**src/itrd_pkg.sv**
```systemverilog
// shared types, constants and helpers of the radix digit converter
package itrd_pkg;

  localparam int VALUE_W      = 64;
  localparam int RADIX_W      = 8;
  localparam int BLEN_W       = 16;
  localparam int CHAR_W       = 8;
  localparam int COUNT_W      = 7;
  localparam int STORE_DEPTH  = 64;
  localparam int STORE_ADDR_W = 6;
  localparam int BITS_PER_CYC = 4;
  localparam int DIV_CYCLES   = VALUE_W / BITS_PER_CYC;
  localparam int DIV_CNT_W    = 4;

  localparam logic [BLEN_W-1:0]  MIN_BUFFER    = 16'd65;
  localparam logic [RADIX_W-1:0] DEFAULT_RADIX = 8'd10;
  localparam logic [RADIX_W-1:0] MIN_RADIX     = 8'd2;
  localparam logic [CHAR_W-1:0]  CHAR_ZERO     = 8'd48;
  localparam logic [CHAR_W-1:0]  CHAR_ALPHA    = 8'd55;

  typedef enum logic [2:0] {
    ST_IDLE,
    ST_ERR,
    ST_DIV,
    ST_RD,
    ST_LOAD
  } state_t;

  // request to the divider
  typedef struct packed {
    logic               start;
    logic [VALUE_W-1:0] dividend;
    logic [RADIX_W-1:0] divisor;
  } div_req_t;

  // answer of the divider
  typedef struct packed {
    logic               done;
    logic [VALUE_W-1:0] quot;
    logic [RADIX_W-1:0] rem;
  } div_rsp_t;

  typedef struct packed {
    logic                    en;
    logic [STORE_ADDR_W-1:0] addr;
    logic [CHAR_W-1:0]       data;
  } ram_wr_t;

  typedef struct packed {
    logic                    en;
    logic [STORE_ADDR_W-1:0] addr;
  } ram_rd_t;

  // digit to ascii, letters from ten up, wraps modulo 256
  function automatic logic [CHAR_W-1:0] encode_digit(input logic [RADIX_W-1:0] d);
    logic [CHAR_W-1:0] c;
    if (d < 8'd10) begin
      c = d + CHAR_ZERO;
    end else begin
      c = d + CHAR_ALPHA;
    end
    return c;
  endfunction

endpackage

```
**src/itrd_div.sv**
```systemverilog
// iterative 64 by 8 bit restoring divider, four quotient bits per cycle
module itrd_div (
  input  logic             clk,
  input  logic             rst,
  input  itrd_pkg::div_req_t req,
  output itrd_pkg::div_rsp_t rsp
);

  logic [itrd_pkg::VALUE_W-1:0]   q, q_next;
  logic [itrd_pkg::RADIX_W-1:0]   r, r_next;
  logic [itrd_pkg::RADIX_W-1:0]   dvs;
  logic [itrd_pkg::DIV_CNT_W-1:0] cnt;
  logic                           busy;
  logic                           done;

  // BITS_PER_CYC shift-subtract steps per cycle
  always_comb begin
    logic [itrd_pkg::RADIX_W:0]   t;
    logic [itrd_pkg::VALUE_W-1:0] qq;
    logic [itrd_pkg::RADIX_W-1:0] rr;
    qq = q;
    rr = r;
    for (int i = 0; i < itrd_pkg::BITS_PER_CYC; i++) begin
      t  = {rr, qq[itrd_pkg::VALUE_W-1]};
      qq = {qq[itrd_pkg::VALUE_W-2:0], 1'b0};
      if (t >= {1'b0, dvs}) begin
        t     = t - {1'b0, dvs};
        qq[0] = 1'b1;
      end
      rr = t[itrd_pkg::RADIX_W-1:0];
    end
    q_next = qq;
    r_next = rr;
  end

  // control of the iteration
  always_ff @(posedge clk) begin
    if (rst) begin
      busy <= 1'b0;
      done <= 1'b0;
      cnt  <= '0;
    end else if (req.start) begin
      busy <= 1'b1;
      done <= 1'b0;
      cnt  <= '0;
    end else if (busy) begin
      cnt <= cnt + 1'b1;
      if (cnt == itrd_pkg::DIV_CNT_W'(itrd_pkg::DIV_CYCLES - 1)) begin
        busy <= 1'b0;
        done <= 1'b1;
      end
    end else begin
      done <= 1'b0;
    end
  end

  // working registers
  always_ff @(posedge clk) begin
    if (req.start) begin
      q   <= req.dividend;
      r   <= '0;
      dvs <= req.divisor;
    end else if (busy) begin
      q <= q_next;
      r <= r_next;
    end
  end

  assign rsp.done = done;
  assign rsp.quot = q;
  assign rsp.rem  = r;

endmodule

```
**src/itrd_ram.sv**
```systemverilog
// digit store, one write and one registered read port
module itrd_ram (
  input  logic                          clk,
  input  itrd_pkg::ram_wr_t             wr,
  input  itrd_pkg::ram_rd_t             rd,
  output logic [itrd_pkg::CHAR_W-1:0]   rdata
);

  logic [itrd_pkg::CHAR_W-1:0] mem [itrd_pkg::STORE_DEPTH];

  // write port
  always_ff @(posedge clk) begin
    if (wr.en) begin
      mem[wr.addr] <= wr.data;
    end
  end

  // read port, registered
  always_ff @(posedge clk) begin
    if (rd.en) begin
      rdata <= mem[rd.addr];
    end
  end

endmodule

```
**src/itrd_ctrl.sv**
```systemverilog
// sequencer: input transfer, digit loop, readout and output register
module itrd_ctrl (
  input  logic                            clk,
  input  logic                            rst,
  input  logic                            s_tvalid,
  output logic                            s_tready,
  input  logic [itrd_pkg::VALUE_W-1:0]    in_value,
  input  logic [itrd_pkg::RADIX_W-1:0]    in_radix,
  input  logic [itrd_pkg::BLEN_W-1:0]     in_blen,
  output itrd_pkg::div_req_t              div_req,
  input  itrd_pkg::div_rsp_t              div_rsp,
  output itrd_pkg::ram_wr_t               ram_wr,
  output itrd_pkg::ram_rd_t               ram_rd,
  input  logic [itrd_pkg::CHAR_W-1:0]     ram_rdata,
  output logic                            m_tvalid,
  input  logic                            m_tready,
  output logic [itrd_pkg::CHAR_W-1:0]     out_char,
  output logic                            out_last,
  output logic                            out_err,
  output logic [itrd_pkg::COUNT_W-1:0]    out_count
);

  itrd_pkg::state_t              state, state_next;
  logic [itrd_pkg::RADIX_W-1:0]  radix;
  logic [itrd_pkg::COUNT_W-1:0]  found;
  logic [itrd_pkg::COUNT_W-1:0]  k;
  logic [itrd_pkg::COUNT_W-1:0]  rd_idx;
  logic [itrd_pkg::RADIX_W-1:0]  radix_in;
  logic                          in_xfer;
  logic                          in_short;
  logic                          more;
  logic                          out_free;
  logic                          load_err;
  logic                          load_dig;
  logic                          last_dig;

  assign in_xfer  = s_tvalid && s_tready;
  assign in_short = in_blen < itrd_pkg::MIN_BUFFER;
  assign radix_in = (in_radix < itrd_pkg::MIN_RADIX) ? itrd_pkg::DEFAULT_RADIX : in_radix;
  assign more     = (div_rsp.quot != '0) &&
                    (found != itrd_pkg::COUNT_W'(itrd_pkg::STORE_DEPTH - 1));
  assign out_free = !m_tvalid || m_tready;
  assign last_dig = (k + 1'b1) == found;
  assign rd_idx   = found - 1'b1 - k;

  // next state
  always_comb begin
    state_next = state;
    case (state)
      itrd_pkg::ST_IDLE: begin
        if (in_xfer) begin
          state_next = in_short ? itrd_pkg::ST_ERR : itrd_pkg::ST_DIV;
        end
      end
      itrd_pkg::ST_ERR: begin
        if (out_free) begin
          state_next = itrd_pkg::ST_IDLE;
        end
      end
      itrd_pkg::ST_DIV: begin
        if (div_rsp.done && !more) begin
          state_next = itrd_pkg::ST_RD;
        end
      end
      itrd_pkg::ST_RD: begin
        state_next = itrd_pkg::ST_LOAD;
      end
      itrd_pkg::ST_LOAD: begin
        if (out_free) begin
          state_next = last_dig ? itrd_pkg::ST_IDLE : itrd_pkg::ST_RD;
        end
      end
      default: begin
        state_next = itrd_pkg::ST_IDLE;
      end
    endcase
  end

  // outputs of the sequencer
  always_comb begin
    s_tready         = 1'b0;
    div_req.start    = 1'b0;
    div_req.dividend = div_rsp.quot;
    div_req.divisor  = radix;
    ram_wr.en        = 1'b0;
    ram_wr.addr      = found[itrd_pkg::STORE_ADDR_W-1:0];
    ram_wr.data      = itrd_pkg::encode_digit(div_rsp.rem);
    ram_rd.en        = 1'b0;
    ram_rd.addr      = rd_idx[itrd_pkg::STORE_ADDR_W-1:0];
    load_err         = 1'b0;
    load_dig         = 1'b0;
    case (state)
      itrd_pkg::ST_IDLE: begin
        s_tready         = 1'b1;
        div_req.start    = s_tvalid && !in_short;
        div_req.dividend = in_value;
        div_req.divisor  = radix_in;
      end
      itrd_pkg::ST_ERR: begin
        load_err = out_free;
      end
      itrd_pkg::ST_DIV: begin
        ram_wr.en     = div_rsp.done;
        div_req.start = div_rsp.done && more;
      end
      itrd_pkg::ST_RD: begin
        ram_rd.en = 1'b1;
      end
      itrd_pkg::ST_LOAD: begin
        load_dig = out_free;
      end
      default: begin
        s_tready = 1'b0;
      end
    endcase
  end

  // state, digit count and readout index
  always_ff @(posedge clk) begin
    if (rst) begin
      state <= itrd_pkg::ST_IDLE;
      found <= '0;
      k     <= '0;
    end else begin
      state <= state_next;
      if (in_xfer) begin
        found <= '0;
        k     <= '0;
      end else if (ram_wr.en) begin
        found <= found + 1'b1;
      end else if (load_dig) begin
        k <= k + 1'b1;
      end
    end
  end

  // radix of the running conversion
  always_ff @(posedge clk) begin
    if (in_xfer) begin
      radix <= radix_in;
    end
  end

  // output register valid
  always_ff @(posedge clk) begin
    if (rst) begin
      m_tvalid <= 1'b0;
    end else if (load_err || load_dig) begin
      m_tvalid <= 1'b1;
    end else if (m_tready) begin
      m_tvalid <= 1'b0;
    end
  end

  // output register payload
  always_ff @(posedge clk) begin
    if (load_err) begin
      out_char  <= '0;
      out_last  <= 1'b1;
      out_err   <= 1'b1;
      out_count <= '0;
    end else if (load_dig) begin
      out_char  <= ram_rdata;
      out_last  <= last_dig;
      out_err   <= 1'b0;
      out_count <= found;
    end
  end

endmodule

```
**src/integer_to_radix_digits.sv**
```systemverilog
// top level of the radix digit converter
//
//  channel | dir | payload                                   | handshake
//  s_      | in  | tdata: value, radix, buffer_length        | s_tvalid / s_tready
//  m_      | out | tdata: digit_char, digit_count; tlast, tuser| m_tvalid / m_tready
//
// each digit comes from one pass through the shared divider (4 quotient bits a cycle),
// then each character is read out through the digit store read port.
// rst is synchronous and clears the sequencer, the divider control and the output valid.
// a stalled m_ side holds the readout; one item is worked on at a time,
// and the next input transfer is taken while the final result still waits.
module integer_to_radix_digits (
  input  logic        clk,
  input  logic        rst,
  input  logic        s_tvalid,
  output logic        s_tready,
  input  logic [87:0] s_tdata,   // value[63:0], radix[71:64], buffer_length[87:72]
  output logic        m_tvalid,
  input  logic        m_tready,
  output logic [15:0] m_tdata,   // digit_char[7:0], digit_count[14:8], zero[15]
  output logic        m_tlast,   // last
  output logic        m_tuser    // too_small
);

  itrd_pkg::div_req_t            div_req;
  itrd_pkg::div_rsp_t            div_rsp;
  itrd_pkg::ram_wr_t             ram_wr;
  itrd_pkg::ram_rd_t             ram_rd;
  logic [itrd_pkg::CHAR_W-1:0]   ram_rdata;
  logic [itrd_pkg::CHAR_W-1:0]   out_char;
  logic [itrd_pkg::COUNT_W-1:0]  out_count;

  itrd_ctrl u_ctrl (
    .clk       (clk),
    .rst       (rst),
    .s_tvalid  (s_tvalid),
    .s_tready  (s_tready),
    .in_value  (s_tdata[63:0]),
    .in_radix  (s_tdata[71:64]),
    .in_blen   (s_tdata[87:72]),
    .div_req   (div_req),
    .div_rsp   (div_rsp),
    .ram_wr    (ram_wr),
    .ram_rd    (ram_rd),
    .ram_rdata (ram_rdata),
    .m_tvalid  (m_tvalid),
    .m_tready  (m_tready),
    .out_char  (out_char),
    .out_last  (m_tlast),
    .out_err   (m_tuser),
    .out_count (out_count)
  );

  itrd_div u_div (
    .clk (clk),
    .rst (rst),
    .req (div_req),
    .rsp (div_rsp)
  );

  itrd_ram u_ram (
    .clk   (clk),
    .wr    (ram_wr),
    .rd    (ram_rd),
    .rdata (ram_rdata)
  );

  // pack result fields
  assign m_tdata = {1'b0, out_count, out_char};

endmodule

```
**config.mk**
```make
export PLATFORM = sky130hd
export DESIGN_NAME = integer_to_radix_digits
export DESIGN_NICKNAME = d
export VERILOG_FILES = /design/src/itrd_pkg.sv /design/src/itrd_div.sv /design/src/itrd_ram.sv /design/src/itrd_ctrl.sv /design/src/integer_to_radix_digits.sv
export SDC_FILE = /design/constraint.sdc
export NUM_CORES = 1
export LEC_CHECK = 0
export BUFFER_PORTS_ARGS = -buffer_cell sky130_fd_sc_hd__buf_2
export CAP_MARGIN = 20
export CORE_UTILIZATION = 45
export CTS_CLUSTER_DIAMETER = 40
export CTS_CLUSTER_SIZE = 16
export DETAILED_ROUTE_END_ITERATION = 8
export PLACE_DENSITY_LB_ADDON = 0.1
export SETUP_SLACK_MARGIN = 0.15
export SLEW_MARGIN = 20
export SYNTH_ARGS = -nofsm -noshare
export SYNTH_HDL_FRONTEND = slang
export SYNTH_SLANG_ARGS = --single-unit
```
**constraint.sdc**
```tcl
create_clock -name clk -period 7.4 [get_ports clk]
set_input_delay 0 -clock clk [delete_from_list [all_inputs] [get_ports clk]]
set_output_delay 0 -clock clk [all_outputs]
set_load 0.03 [all_outputs]
```
==> flow_metrics.tcl <==
set metrics [dict create \
    cts_tree "done" \
    viasPerCell 5.78 \
    dr.pass1.iters 5 \
    crit_end "u_div.r[4]$_SDFFE_PP0P_" \
    fin_worst_skew_ns 0.0450 \
    rows 90 \
    htree_num_levels 3 \
    antenna_found_initial 1 \
    slowest_stage "or3_4" \
    netlist_area_sq_um 27600 \
    utilization_pct 56.3 \
    crit_required_ns 7.84 \
    synthCells 1584 \
    hold_violations 0 \
    dp_hpwl_um 42000 \
    regToRegStartpoint "u_div.dvs[1]$_DFFE_PP_" \
    placedInstanceArea_sq_um 29500 \
    drive_gt1_share_pct 32.0 \
    setup_viol 0 \
    path_depth 33 \
    clock-root-buffer "clkbuf_16" \
    yosys-top-cells-count "edfxtp_1, mux4_2, nor2_1, a22o_1, clkbuf_1" \
    maxSlewHeadroom_pct 29.6 \
    synth_edf_count 600 \
    cp.arrival_ns 7.51 \
    grt_start_max_net_pins 91 \
    min_period_ns 7.06 \
    ant_nets 0 \
    synthMostInstantiatedCell "edfxtp_1" \
    grt_pass1_vias 16200 \
    syn_nets 1723 \
    hp-class "in -> reg" \
    regToRegEndpoint "u_div.r[4]$_SDFFE_PP0P_" \
    slew_violations 0 \
    drc 0 \
    crit_start "u_div.dvs[1]$_DFFE_PP_" \
    yosysTopAreaCell "edfxtp_1" \
    reg2reg_slack_ns 0.34 \
    synth_warnings 0 \
    max_freq_ghz 0.142 \
    r2r_cells 33 \
    die_area_sq_um 62300 \
    tightest_slew_ns 1.06 \
    cts_buffers 91 \
    gp_congestion 0.857 \
    wl_um 69400 \
    ys_async_sr_fraction_pct 0 \
    pin_count 112 \
    end_kind "register" \
    status "finished, final reports clean" \
    start_util_pct 45.6 \
    cp_slowest_stage_delay_ns 0.45 \
    finalSetupTns_ns 0 \
    setup.worst_path.class "reg -> reg" \
    core_area_sq_um 60500 \
    rsz0062_at_grt "yes" \
    die-height_um 250 \
    post-route-period-util_pct 95.4 \
    grtUsageTotal_pct 22.5 \
    avgSynthCellArea_sq_um 17.4 \
    synth_seq_cells 649 \
    drt-initial-drc-count 1308 \
    clockBufferDepth 3 \
    p_total_mw 15.7 \
    clk_pin_slew_ns 0.05 \
    synth_ff_type "edfxtp_1" \
    grt_pass1_wl_um 103000 \
    cp_top_family "compound AO/OA/AOI/OAI gates" \
    fin_nets 2000 \
    instances_no_fill 2723 \
    irDropWorstVdd_mv 0.496 \
    holdWs_ns 0.0495 \
    crit_top_cell "ha_4" \
    synth.distinct_cells 69 \
    fp.dieW_um 250 \
    post-place-ws_ns -0.0112 \
    ys_top_cells_by_area "edfxtp_1, mux4_2, dfxtp_1, a22o_1, ha_1" \
    insertion_delay_ns 0.65 \
    final_area_sq_um 34100 \
    power_leakage_nw 11.7 \
    routedWlPerCell_um 25.5 \
    crit_path_max_fanout 7 \
    synth_top_area_share_pct 65.3 \
    dp.cells 2448 \
    worst_slack_ns 0.337 \
    seq_area_frac_synth_pct 68.8 \
    cts.sinks 649 \
    port_buffers 110 \
    drv_cap 0 \
    vias 15700 \
    startpoint_type "register" \
    critPathBufInv 4 \
    overflow 0 \
    power_density_nw_per_um2 461 \
    syn_to_final_growth_pct 23.4 \
]
-- registers in the layout (all words and copies together), names as in the netlist --
name / count
u_ctrl.found: 7
u_ctrl.k: 7
u_ctrl.m_tvalid: 1
u_ctrl.out_char: 8
u_ctrl.out_count: 7
u_ctrl.out_err: 1
u_ctrl.out_last: 1
u_ctrl.radix: 8
u_ctrl.state: 3
u_div.busy: 1
u_div.cnt: 4
u_div.done: 1
u_div.dvs: 8
u_div.q: 64
u_div.r: 8
u_ram.mem: 512
u_ram.rdata: 8
-- worst min-delay path by stage --
stage / startpoint / endpoint / slack, ns / depth (start not counted)
after floorplan: rst / u_ctrl.state[0]$_SDFFE_PP0P_ / 0.07 / 1
after global placement: s_tdata[69] / u_ctrl.radix[5]$_DFFE_PP_ / 0.21 / 1
after detailed placement: s_tdata[69] / u_ctrl.radix[5]$_DFFE_PP_ / 0.22 / 1
after CTS: s_tdata[83] / u_ctrl.state[0]$_SDFFE_PP0P_ / 0.03 / 6
after global routing: s_tdata[83] / u_ctrl.state[0]$_SDFFE_PP0P_ / 0.08 / 6
final: s_tdata[83] / u_ctrl.state[0]$_SDFFE_PP0P_ / 0.05 / 6
-- kinds of logic (layout without fill, tap and decap cells) --
family          after synthesis  count (layout)  share of synthesized area [%]
flops                       649             649                           68.8
simple gates                302             303                           5.33
compound gates              220             221                           5.87
mux                         194             194                           14.5
buf+inv                     125             479                           1.79
fa+ha+maj                    47              47                           2.27
xor+xnor                     46              46                           1.46
other cells                   1               2                         0.0136
-- layer usage --
layer / GRT usage (%) / share of wire [%] / vias up
met4: 7.14 / 2.7 / 0
met2: 36.4 / 49 / 537
met1: 30.4 / 42 / 8087
met3: 4.87 / 6.1 / 121
li1: - / - / 6984
met5: 0 / 0 / -
-- layout make-up --
cell class	instances	area (sq um)
Antenna cell	1	2.50
Clock buffer	100	2350
Clock inverter	72	905
Fill cell	4703	26400
Inverter	45	171
Multi-Input combinational cell	812	8720
Sequential cell	649	19000
Tap cell	782	978
Timing Repair Buffer	262	1930
-- timing repair --
item	CTS	global route
resized for setup	21	40
cloned	2	0
hold buffers	78	0
endpoints found under the hold margin	95	0
setup buffers	12	10
pin swaps	17	34
endpoints found under the setup margin	9	9
-- placed cells by master, fill, tap and decap left out, types with 39 or more instances in the layout --
cell type / count
nand2_1: 45
a22o_1: 73
mux4_2: 160
buf_2: 110
inv_1: 39
dfxtp_1: 49
buf_4: 70
dlygate4sd3_1: 78
nor2_1: 118
edfxtp_1: 600
clkbuf_16: 91
-- worst min-delay path: stages --
cell and delay, ns:
buf_2 0.08, nor2_1 0.04, nand4_1 0.18, a21oi_1 0.10, o21ai_0 0.16, a21oi_1 0.06
-- report_power, final --
part           total [mW]  switching (mW)  internal (mW)
logic                5.99            3.54           2.45
clock network        4.57            1.73           2.84
registers            5.14          0.0761           5.06
No activity file was read; power rests on OpenSTA's default activity.
